--- src/sv/it3_pkg.sv ---
// Shared types and constants for the three-channel interval timer.
package it3_pkg;

    typedef enum logic [2:0] {
        OP_IO_WRITE  = 3'd0,
        OP_IO_READ   = 3'd1,
        OP_TICK      = 3'd2,
        OP_ADVANCE   = 3'd3,
        OP_SYS_WRITE = 3'd4,
        OP_SYS_READ  = 3'd5,
        OP_UNUSED6   = 3'd6,
        OP_UNUSED7   = 3'd7
    } op_t;

    typedef enum logic [2:0] {
        ST_IDLE,
        ST_CHAN,
        ST_DIV,
        ST_FINISH,
        ST_OUT
    } state_t;

    localparam logic [15:0] DATA_BASE = 16'h0040;
    localparam logic [15:0] CMD_PORT  = 16'h0043;
    localparam logic [7:0]  SYS_MASK  = 8'h0F;
    localparam int unsigned NUM_CHAN  = 3;
    localparam int unsigned DIV_BITS  = 32;

endpackage

--- src/sv/interval_timer_three_channel.sv ---
// Top level of the three-channel interval timer with a shared serial divider.
//
// Usage: one input channel (operation, port, write_byte, tick_count) and one
// result channel (read_byte, status, wrap_count), both valid/stall. Every
// accepted item gives exactly one result.
// Io and port 0x61 operations and a tick do their work in ST_CHAN, and
// the result is then valid in ST_OUT. An advance walks the three channels
// in turn; a periodic channel runs a restoring divide of tick_count by its
// 17-bit period in ST_DIV, one quotient bit a cycle, and folds the result
// into its count in ST_FINISH, while a one-shot channel settles in ST_CHAN.
// The shared divider and the channel walk set how long an advance takes.
// One item is in work at a time: in_stall is high from acceptance until the
// result has been transferred, and the next item can be taken in the cycle
// after that. The result register holds while out_stall is high, and no new
// item is taken meanwhile.
// Reset clears all channel state to zero with byte access lo-then-hi, and
// clears port 0x61 bits, the refresh toggle and channel 2 OUT.
module interval_timer_three_channel
    import it3_pkg::*;
(
    input  logic        clk,
    input  logic        rst_n,
    input  logic        in_valid,
    output logic        in_stall,
    input  logic [2:0]  operation,
    input  logic [15:0] port,
    input  logic [7:0]  write_byte,
    input  logic [31:0] tick_count,
    output logic        out_valid,
    input  logic        out_stall,
    output logic [7:0]  read_byte,
    output logic        status,
    output logic [31:0] wrap_count
);

    state_t state_reg, state_next;

    logic [15:0] reload_reg   [NUM_CHAN];
    logic [15:0] count_reg    [NUM_CHAN];
    logic [2:0]  mode_reg     [NUM_CHAN];
    logic [1:0]  access_reg   [NUM_CHAN];
    logic        bcd_reg      [NUM_CHAN];
    logic        wphase_reg   [NUM_CHAN];
    logic [15:0] snap_reg     [NUM_CHAN];
    logic        held_reg     [NUM_CHAN];
    logic        rphase_reg   [NUM_CHAN];
    logic [7:0]  sys_reg;
    logic        spk_reg;
    logic        refresh_reg;

    logic [2:0]  op_reg;
    logic [15:0] port_reg;
    logic [7:0]  wb_reg;
    logic [31:0] ticks_reg;

    logic [1:0]  chan_reg;
    logic [5:0]  bit_reg;
    logic [31:0] quot_reg;
    logic [16:0] rem_reg;
    logic [31:0] dvd_reg;

    logic [7:0]  rb_reg;
    logic        st_reg;
    logic [31:0] wrap_reg;

    logic in_fire, out_fire;
    assign in_fire  = in_valid && !in_stall;
    assign out_fire = out_valid && !out_stall;

    // Channel under advance and its derived period
    logic [16:0] period;
    logic [16:0] cur;
    logic        periodic;
    logic [17:0] trial;
    assign periodic = (mode_reg[chan_reg] == 3'd2) || (mode_reg[chan_reg] == 3'd3);
    assign period   = (reload_reg[chan_reg] == 16'd0) ? 17'h10000
                                                      : {1'b0, reload_reg[chan_reg]};
    assign cur      = (count_reg[chan_reg] == 16'd0) ? period
                                                     : {1'b0, count_reg[chan_reg]};
    assign trial    = {rem_reg, dvd_reg[31]} - {1'b0, period};

    // Next-state logic
    always_comb
    begin
        state_next = state_reg;
        unique case (state_reg)
            ST_IDLE:
            begin
                if (in_fire)
                    state_next = ST_CHAN;
            end
            ST_CHAN:
            begin
                if (op_reg != OP_ADVANCE || ticks_reg == 32'd0)
                    state_next = ST_OUT;
                else if (periodic)
                    state_next = ST_DIV;
                else if (chan_reg == 2'd2)
                    state_next = ST_OUT;
            end
            ST_DIV:
            begin
                if (bit_reg == 6'd31)
                    state_next = ST_FINISH;
            end
            ST_FINISH:
            begin
                if (chan_reg == 2'd2)
                    state_next = ST_OUT;
                else
                    state_next = ST_CHAN;
            end
            ST_OUT:
            begin
                if (out_fire)
                    state_next = ST_IDLE;
            end
            default:
                state_next = ST_IDLE;
        endcase
    end

    // Handshake outputs
    always_comb
    begin
        in_stall  = (state_reg != ST_IDLE);
        out_valid = (state_reg == ST_OUT);
    end

    assign read_byte  = rb_reg;
    assign status     = st_reg;
    assign wrap_count = wrap_reg;

    always_ff @(posedge clk or negedge rst_n)
    begin
        if (!rst_n)
            state_reg <= ST_IDLE;
        else
            state_reg <= state_next;
    end

    // Capture the item
    always_ff @(posedge clk)
    begin
        if (in_fire)
        begin
            op_reg    <= operation;
            port_reg  <= port;
            wb_reg    <= write_byte;
            ticks_reg <= tick_count;
        end
    end

    // Decode of the captured port
    logic        is_data;
    logic [1:0]  dchan;
    logic [15:0] poff;
    assign is_data = (port_reg >= DATA_BASE) && (port_reg < CMD_PORT);
    assign poff    = port_reg - DATA_BASE;
    assign dchan   = poff[1:0];

    logic [1:0] csel, cacc;
    assign csel = wb_reg[7:6];
    assign cacc = wb_reg[5:4];

    logic [15:0] rdv;
    assign rdv = held_reg[dchan] ? snap_reg[dchan] : count_reg[dchan];

    // Timer state, divider and result
    always_ff @(posedge clk or negedge rst_n)
    begin
        if (!rst_n)
        begin
            for (int c = 0; c < NUM_CHAN; c++)
            begin
                reload_reg[c] <= '0;
                count_reg[c]  <= '0;
                mode_reg[c]   <= '0;
                access_reg[c] <= 2'd3;
                bcd_reg[c]    <= 1'b0;
                wphase_reg[c] <= 1'b0;
                snap_reg[c]   <= '0;
                held_reg[c]   <= 1'b0;
                rphase_reg[c] <= 1'b0;
            end
            sys_reg     <= '0;
            spk_reg     <= 1'b0;
            refresh_reg <= 1'b0;
            chan_reg    <= '0;
            bit_reg     <= '0;
            quot_reg    <= '0;
            rem_reg     <= '0;
            dvd_reg     <= '0;
            rb_reg      <= '0;
            st_reg      <= 1'b0;
            wrap_reg    <= '0;
        end
        else
        begin
            if (in_fire)
            begin
                chan_reg <= '0;
                rb_reg   <= '0;
                st_reg   <= 1'b0;
                wrap_reg <= '0;
            end
            if (state_reg == ST_CHAN && op_reg != OP_ADVANCE)
            begin
                // Single-step operations
                case (op_reg)
                    OP_IO_WRITE:
                    begin
                        if (is_data)
                        begin
                            case (access_reg[dchan])
                                2'd1:
                                begin
                                    reload_reg[dchan] <= {reload_reg[dchan][15:8], wb_reg};
                                    count_reg[dchan]  <= {reload_reg[dchan][15:8], wb_reg};
                                end
                                2'd2:
                                begin
                                    reload_reg[dchan] <= {wb_reg, reload_reg[dchan][7:0]};
                                    count_reg[dchan]  <= {wb_reg, reload_reg[dchan][7:0]};
                                end
                                2'd3:
                                begin
                                    if (!wphase_reg[dchan])
                                    begin
                                        reload_reg[dchan] <= {reload_reg[dchan][15:8], wb_reg};
                                        wphase_reg[dchan] <= 1'b1;
                                    end
                                    else
                                    begin
                                        reload_reg[dchan] <= {wb_reg, reload_reg[dchan][7:0]};
                                        count_reg[dchan]  <= {wb_reg, reload_reg[dchan][7:0]};
                                        wphase_reg[dchan] <= 1'b0;
                                    end
                                end
                                default: ;
                            endcase
                        end
                        else if (port_reg == CMD_PORT)
                        begin
                            if (csel != 2'd3)
                            begin
                                if (cacc == 2'd0)
                                begin
                                    snap_reg[csel]   <= count_reg[csel];
                                    held_reg[csel]   <= 1'b1;
                                    rphase_reg[csel] <= 1'b0;
                                end
                                else
                                begin
                                    access_reg[csel] <= cacc;
                                    mode_reg[csel]   <= wb_reg[3:1];
                                    bcd_reg[csel]    <= wb_reg[0];
                                    wphase_reg[csel] <= 1'b0;
                                    if (csel == 2'd2)
                                        spk_reg <= 1'b0;
                                end
                            end
                        end
                        else
                            st_reg <= 1'b1;
                    end
                    OP_IO_READ:
                    begin
                        if (is_data)
                        begin
                            case (access_reg[dchan])
                                2'd1:
                                begin
                                    held_reg[dchan] <= 1'b0;
                                    rb_reg <= rdv[7:0];
                                end
                                2'd2:
                                begin
                                    held_reg[dchan] <= 1'b0;
                                    rb_reg <= rdv[15:8];
                                end
                                2'd3:
                                begin
                                    if (!rphase_reg[dchan])
                                    begin
                                        rphase_reg[dchan] <= 1'b1;
                                        rb_reg <= rdv[7:0];
                                    end
                                    else
                                    begin
                                        rphase_reg[dchan] <= 1'b0;
                                        held_reg[dchan]   <= 1'b0;
                                        rb_reg <= rdv[15:8];
                                    end
                                end
                                default: rb_reg <= '0;
                            endcase
                        end
                        else
                            st_reg <= 1'b1;
                    end
                    OP_TICK:
                    begin
                        for (int c = 0; c < NUM_CHAN; c++)
                        begin
                            if (count_reg[c] == 16'd0)
                            begin
                                if (mode_reg[c] == 3'd2 || mode_reg[c] == 3'd3)
                                    count_reg[c] <= reload_reg[c];
                            end
                            else
                            begin
                                count_reg[c] <= count_reg[c] - 16'd1;
                                if (c == 2 && count_reg[c] == 16'd1 && mode_reg[c] == 3'd0)
                                    spk_reg <= 1'b1;
                            end
                        end
                    end
                    OP_SYS_WRITE:
                        sys_reg <= wb_reg & SYS_MASK;
                    OP_SYS_READ:
                    begin
                        refresh_reg <= !refresh_reg;
                        rb_reg <= {2'b00, spk_reg, !refresh_reg, sys_reg[3:0]};
                    end
                    default: ;
                endcase
            end
            else if (state_reg == ST_CHAN && ticks_reg != 32'd0)
            begin
                // Advance: one-shot channels settle now, periodic ones divide
                if (periodic)
                begin
                    bit_reg  <= '0;
                    quot_reg <= '0;
                    rem_reg  <= '0;
                    dvd_reg  <= ticks_reg;
                end
                else
                begin
                    if ({16'd0, count_reg[chan_reg]} <= ticks_reg)
                    begin
                        count_reg[chan_reg] <= '0;
                        if (chan_reg == 2'd2 && mode_reg[chan_reg] == 3'd0)
                            spk_reg <= 1'b1;
                    end
                    else
                        count_reg[chan_reg] <= count_reg[chan_reg] - ticks_reg[15:0];
                    chan_reg <= chan_reg + 2'd1;
                end
            end
            else if (state_reg == ST_DIV)
            begin
                // One restoring quotient bit per cycle
                dvd_reg <= {dvd_reg[30:0], 1'b0};
                bit_reg <= bit_reg + 6'd1;
                if (!trial[17])
                begin
                    rem_reg  <= trial[16:0];
                    quot_reg <= {quot_reg[30:0], 1'b1};
                end
                else
                begin
                    rem_reg  <= {rem_reg[15:0], dvd_reg[31]};
                    quot_reg <= {quot_reg[30:0], 1'b0};
                end
            end
            else if (state_reg == ST_FINISH)
            begin
                // Fold remainder into the count; channel 0 wraps from quotient
                if (rem_reg < cur)
                    count_reg[chan_reg] <= 16'(cur - rem_reg);
                else
                    count_reg[chan_reg] <= 16'(period - (rem_reg - cur));
                if (chan_reg == 2'd0 && {15'd0, cur} <= ticks_reg)
                    wrap_reg <= quot_reg + ((rem_reg >= cur) ? 32'd1 : 32'd0);
                chan_reg <= chan_reg + 2'd1;
            end
        end
    end

`ifndef SYNTHESIS
    // A result appears only after an item has been taken
    a_out_after_in: assert property (@(posedge clk) disable iff (!rst_n)
        $rose(out_valid) |-> $past(state_reg) != ST_IDLE)
        else $error("result without item");
    // No item is taken while a result waits
    a_no_overlap: assert property (@(posedge clk) disable iff (!rst_n)
        out_valid |-> in_stall)
        else $error("input accepted with result pending");
    // Errors only for io operations
    a_status_io: assert property (@(posedge clk) disable iff (!rst_n)
        (out_valid && status) |-> (op_reg == OP_IO_WRITE || op_reg == OP_IO_READ))
        else $error("status on non-io operation");
    // Wraps only reported by advance
    a_wrap_adv: assert property (@(posedge clk) disable iff (!rst_n)
        (out_valid && wrap_count != 32'd0) |-> op_reg == OP_ADVANCE)
        else $error("wrap count outside advance");
`endif

endmodule

--- config.mk ---
export PLATFORM = sky130hd
export DESIGN_NAME = interval_timer_three_channel
export DESIGN_NICKNAME = d
export VERILOG_FILES = /design/src/sv/it3_pkg.sv /design/src/sv/interval_timer_three_channel.sv
export SDC_FILE = /design/constraint.sdc
export NUM_CORES = 1
export LEC_CHECK = 0
export BUFFER_PORTS_ARGS = -buffer_cell sky130_fd_sc_hd__buf_4
export CORE_MARGIN = 3
export CORE_UTILIZATION = 45
export CTS_CLUSTER_SIZE = 28
export DETAILED_ROUTE_END_ITERATION = 6
export PLACE_DENSITY = 0.63
export SYNTH_ARGS = -nofsm -noshare
export SYNTH_HDL_FRONTEND = slang
export SYNTH_SLANG_ARGS = --single-unit
--- constraint.sdc ---
create_clock -name clk -period 13.51 [get_ports clk]
set_clock_uncertainty 0.15 [all_clocks]
set_input_delay 2.702 -clock clk [delete_from_list [all_inputs] [get_ports clk]]
set_output_delay 2.702 -clock clk [all_outputs]
set_load 0.005 [all_outputs]
# Word level (Yosys, flattened, before mapping)
# Cells that the tools add are included.
[classes] div=0 shifts=0 magnitude_cmp=12 n_mul=0 muxes=161 eq_ne=58 n_bitwise=18 reduce_logical=57 n_addsub=12
[ops] cell="$mux W48" n=10
[ops] cell="$bwmux W48" n=8
[ops] cell="$mux W32" n=12
[ops] cell="$mux W16" n=22
[ops] cell="$pmux W48 S3" n=2
[ops] cell="$bmux W16 S2" n=6
[ops] cell="$mux W17" n=6
[ops] cell="$demux W16 S2" n=3
[ops] cell="$pmux W48 S2" n=1
[ops] cell="$mux W3" n=29
[ops] cell="$logic_not A16 Y1" n=5
[ops] cell="$sub A16 B16 Y16" n=4
[ops] cell="$and A48 B48 Y48" n=1
[ops] cell="$not A48 Y48" n=1
[ops] cell="$sub A16 B1 Y16 const B" n=3
[ops] cell="$ne A3 B3 Y1 const B" n=12
[ops] cell="$eq A3 B2 Y1 const B" n=11
[ops] cell="$add A32 B1 Y32" n=1
[ops] cell="$le A16 B32 Y1" n=1
[ops] cell="$le A17 B32 Y1" n=1
[ops] cell="$logic_not A32 Y1" n=1
[ops] cell="$mux W8" n=4
[ops] cell="$reduce_and A8 Y1" n=4
[ops] cell="$reduce_bool A32 Y1" n=1
[ops] cell="other kinds (59)" n=169
[totals] regBits=366 word_cells=358 ramBits=0 in_bits=63 romBits=0 latch_bits=0 out_inout_bits=43 n_memories=0

# Longest topological paths before layout
[logic_depth] depth_word=15 ltp_mapped=30 mapped_depth_nobuf=24

# Worst setup path before layout
# No wires, ideal clock.
[synth_timing] kind="reg2reg" start="register chan_reg[0]" end="register wrap_reg[22], in the netlist wrap_count[22]" n_path_buf=7 arrival_ns=5.156 stages_incl_launch_ff=28 setup_ns=0.146 t_required_ns=13.214 synth_period_minus_slack_ns=5.452 path_slack_ns=8.058 cell_sequence="dfrtp_1 -> buf_4 -> buf_4 -> buf_4 -> buf_1 -> mux2i_1 -> nor2_1 -> a21o_1 -> a21oi_1 -> inv_1 -> ha_1 -> clkbuf_1 -> a21oi_1 -> o21ai_0 -> a41o_1 -> a31oi_1 -> a21boi_0 -> or4_4 -> buf_2 -> o21bai_1 -> ha_1 -> ha_1 -> and3_1 -> clkbuf_1 -> and3_1 -> nand3_1 -> xor2_1 -> mux2i_1"
[synth_between] elab_chain_cells=15 word_cells_on_any_way=22 cone_classes="add/sub: 1; order compare: 2; mux: 14; bitwise: 1; reduce/logical: 4"
[synth_rtl] item="start, declared" line="interval_timer_three_channel.sv:56" rtl="logic [1:0] chan_reg;"
[synth_rtl] item="start signal, assigned" line="interval_timer_three_channel.sv:349" rtl="chan_reg <= chan_reg + 2'd1;"
[synth_rtl] item="start signal, assigned" line="interval_timer_three_channel.sv:377" rtl="chan_reg <= chan_reg + 2'd1;"
[synth_rtl] item="$not A2 Y3 (implied by the code)"
[synth_rtl] item="$bmux W16 S2" line="interval_timer_three_channel.sv:76, interval_timer_three_channel.sv:77"
[synth_rtl] item="$mux W16 (implied by the code) (2 in a row)" line="interval_timer_three_channel.sv:76, interval_timer_three_channel.sv:77"
[synth_rtl] item="$logic_not A16 Y1" line="interval_timer_three_channel.sv:76" rtl="assign period = (reload_reg[chan_reg] == 16'd0) ? 17'h10000"
[synth_rtl] item="$mux W17" line="interval_timer_three_channel.sv:76"
[synth_rtl] item="$mux W17" line="interval_timer_three_channel.sv:78" rtl="assign cur = (count_reg[chan_reg] == 16'd0) ? period"
[synth_rtl] item="$ge A17 B17 Y1" line="interval_timer_three_channel.sv:376" rtl="wrap_reg <= quot_reg + ((rem_reg >= cur) ? 32'd1 : 32'd0);"
[synth_rtl] item="$mux W1" line="interval_timer_three_channel.sv:376"
[synth_rtl] item="$add A32 B1 Y32" line="interval_timer_three_channel.sv:376"
[synth_rtl] item="$mux W32 (*)" line="interval_timer_three_channel.sv:375" rtl="if (chan_reg == 2'd0 && {15'd0, cur} <= ticks_reg)"
[synth_rtl] item="$mux W32 (*)" line="interval_timer_three_channel.sv:368" rtl="else if (state_reg == ST_FINISH)"
[synth_rtl] item="$mux W32 (*)" line="interval_timer_three_channel.sv:352" rtl="else if (state_reg == ST_DIV)"
[synth_rtl] item="$mux W32 (*)" line="interval_timer_three_channel.sv:329" rtl="else if (state_reg == ST_CHAN && ticks_reg != 32'd0)"
[synth_rtl] item="$mux W32 (*)" line="interval_timer_three_channel.sv:207" rtl="if (state_reg == ST_CHAN && op_reg != OP_ADVANCE)"
[synth_rtl] item="end signal, assigned" line="interval_timer_three_channel.sv:376"
[synth_rtl] item="end, declared" line="interval_timer_three_channel.sv:64" rtl="logic [31:0] wrap_reg;"
# Mark *: on every way between the ends. The rest lies on a longest branch, timed or not. The select of a mux whose other input is x is not followed.
# A chain may end at the register's enable or synchronous reset.

# Worst setup path in the final report
[layout_timing] start="register chan_reg[0]" end="register wrap_reg[31], in the netlist wrap_count[31]"
# Same word-level chain as after synthesis.

==> run metrics <==
Post-Syn Instances 2761; CP required 13770 ps; Pwr Density 208.9 mW/mm2; Die H 239.5 um; die area 0.05735 mm2; placed inst area 0.02578 mm2; DP Cell Count 3419; M1 WL 36890 um; Routed WL between 80000 and 90000 um; synthesis-to-finish area growth 10.96%; CP Max Fanout 26; Root Driver clkbuf_16; Post-synth EDFFs 59; setup slack after layout slightly above 6000 ps; # DRC 0; clk slew on worst S/H paths 60 ps; RSZ-0062 raised after global routing no; RePlAce Congestion 1.062; post_cts resized 0; core footprint 0.05329 mm2; vias per cell between 6 and 7; initial antenna violation count 0; WS Path Type flop to flop; Slew Limit Fails 0; row cnt 84; Mapped Nets just under 3000; fillers 4973; GRT Util Overall 0.3008; width of the chip approximately 240 um; H-tree depth 2; crit end category flop; min cycle time layout between 7000 and 8000 ps; post-synthesis sequential area ratio 0.3857; Initial DRT Pass Iterations 6; FFs w/ async S/R, synth 0.8388; Peak supply drop 0.0001002 V; first-pass GRT wire length about 130000 um; HPWL reported at the end of detailed placement 64960 um; largest net degree at the start of global routing 115; Slew @ Worst Pin approximately 1200 ps; clk buf depth 3; final hold vios 0; Synth top area share 0.3070; CTS Hold Bufs 0; number of nets in the layout 2961; ratio of cells with drive above 1 in the final layout 0.1189; Slew headroom 0.1822; met2 WL between 30000 and 40000 um; status complete, no violations; fmax 0.1373 GHz; total setup buffers inserted after CTS 0; clk sinks 366; synthesized area 0.02453 mm2; Place WS 6378 ps; vias in the first global route 21062; Startpoint Class flop; area leader, netlist dfrtp_1; distinct cell type count after synthesis 84; post-route ant nets 0; MaxCap Viol Count 0; top_reg_cell synth dfrtp_1; GRT overflow 0; wire length per cell around 25 um; Tightest Hold Check Type flop to flop; post-route cell area 0.02722 mm2; Sum Neg Setup Slack 0 ps; fin crit share 0.5390; initial core utilization 0.4604; Detailed Route Iter0 Violations 2228; Leak 11.86 nW; Synth warnings 0; clock tree from TritonCTS yes; CP arrival 7540 ps; # setup viols final 0; metal3 WL 7310 um; port bufs between 100 and 150; Avg Inst Size Synth 8.885 um2; total CTS buffers 42; Ports roughly 110; Seq cells post-synth about 370; vias 21845; largest cells by area after synthesis dfrtp_1, mux2i_1, edfxtp_1; Non-Filler Instances 3497; Top Metal Used met4; latest clock arrival within the worst-skew pair between 500 and 600 ps; # diodes 0
-- per-stage QoR --
step | hold slack [ps] | power [mW] | util
final | 326.6 | 5.687 | 0.5108
after detailed placement | 319.2 | 4.408 | 0.4838
after global placement | 310.0 | 4.381 | 0.4838
after floorplan | 299.2 | 3.458 | -
after global routing | 348.9 | 5.988 | 0.5108
after CTS | 331.7 | 5.625 | 0.5108
-- cells in the mapped netlist (18+ instances only) --
cell type  number
a21o_1         34
nand3_1        38
nor2b_1        26
clkbuf_1      129
nand4_1        26
o21ai_0       280
o22ai_1        59
nand2_1       376
dfrtp_1       301
fa_1           18
nor2_1        184
o2bb2ai_1      18
o211ai_1       21
xor2_1         52
o21a_1         19
mux2_2         68
nand2b_1       23
edfxtp_1       59
nor4_1         34
a21oi_1       158
xnor2_1        62
mux2i_1       185
inv_1         129
nor3_1         43
ha_1          105
-- path summary, 6_finish.rpt --
kind	from	endpoint	slack (ps)	cells after the start
min reg2reg	snap_reg[35]	snap_reg[35]	330	2
max reg2reg	chan_reg[0]	wrap_count[31]	6230	24
min in group asynchronous	rst_n	wrap_count[19]	2010	1
max	chan_reg[0]	wrap_count[31]	6230	24
max in group asynchronous	rst_n	chan_reg[0]	9650	2
min	snap_reg[35]	snap_reg[35]	330	2
-- power breakdown --
| part | total (mW) | internal (mW) | switching [mW] |
|---|---|---|---|
| Sequential | 1.48 | 1.24 | 0.241 |
| Clock | 1.20 | 0.713 | 0.484 |
| Combinational | 3.01 | 1.08 | 1.93 |
| Total | 5.69 | 3.03 | 2.65 |
-- cell type report --
| class | count | area (um2) | share of cell area |
|---|---|---|---|
| sequential | 366 | 9463 | 0.3476 |
| multi-input combinational | 2093 | 13890 | 0.5104 |
| tap | 688 | 860.8 | 0.03162 |
| clock inverter | 19 | 254.0 | 0.009331 |
| timing repair buffer | 143 | 1081 | 0.03971 |
| inverter | 129 | 484.2 | 0.01779 |
| clock buffer | 59 | 1185 | 0.04353 |
-- kinds of logic (layout without fill, tap and decap cells) --
family                   after synthesis  after routing  synth area share
multiplexers                         254            254            0.1072
buffers and inverters                302            350           0.05013
AO/OA/AOI/OAI                        774            774            0.1957
XOR/XNOR                             114            114           0.04070
AND/OR/NAND/NOR                      828            828            0.1523
flip-flops                           366            366            0.3857
adder cells (fa/ha/maj)              123            123           0.06824
-- layer usage --
metal | track usage | vias up
li1 | - | 9919
met1 | 0.4105 | 10666
met2 | 0.4668 | 1036
met3 | 0.05561 | 224
met4 | 0.1362 | 0
met5 | 0 | -
-- placed cells by master (no fill, tap or decap), types with 38 or more instances in the layout --
master	count
nand2_1	375
edfxtp_1	59
nand3_1	38
xnor2_1	62
xor2_1	52
clkbuf_16	42
a21oi_1	157
nor3_1	43
dfrtp_1	300
buf_4	142
mux2_2	68
inv_1	128
ha_1	105
o21ai_0	277
mux2i_1	185
nor2_1	182
o22ai_1	59
-- critical path, stage by stage, from the launching register on --
cell and delay, ps:
dfrtp_2 710, buf_4 480, nor2b_2 170, buf_4 270, a2bb2oi_2 280, inv_1 120, nor4_2 320, and4_1 630
a21oi_1 290, inv_1 170, ha_1 290, nand4_1 150, nor2_1 80, a41o_1 240, a31oi_1 130, a21boi_0 100
or4_4 670, o21bai_1 360, ha_1 300, and3_1 220, nand3_1 300, nor2_1 150, and4_1 240, xnor2_1 130
mux2i_1 80
(Power assumes the default switching activity.)
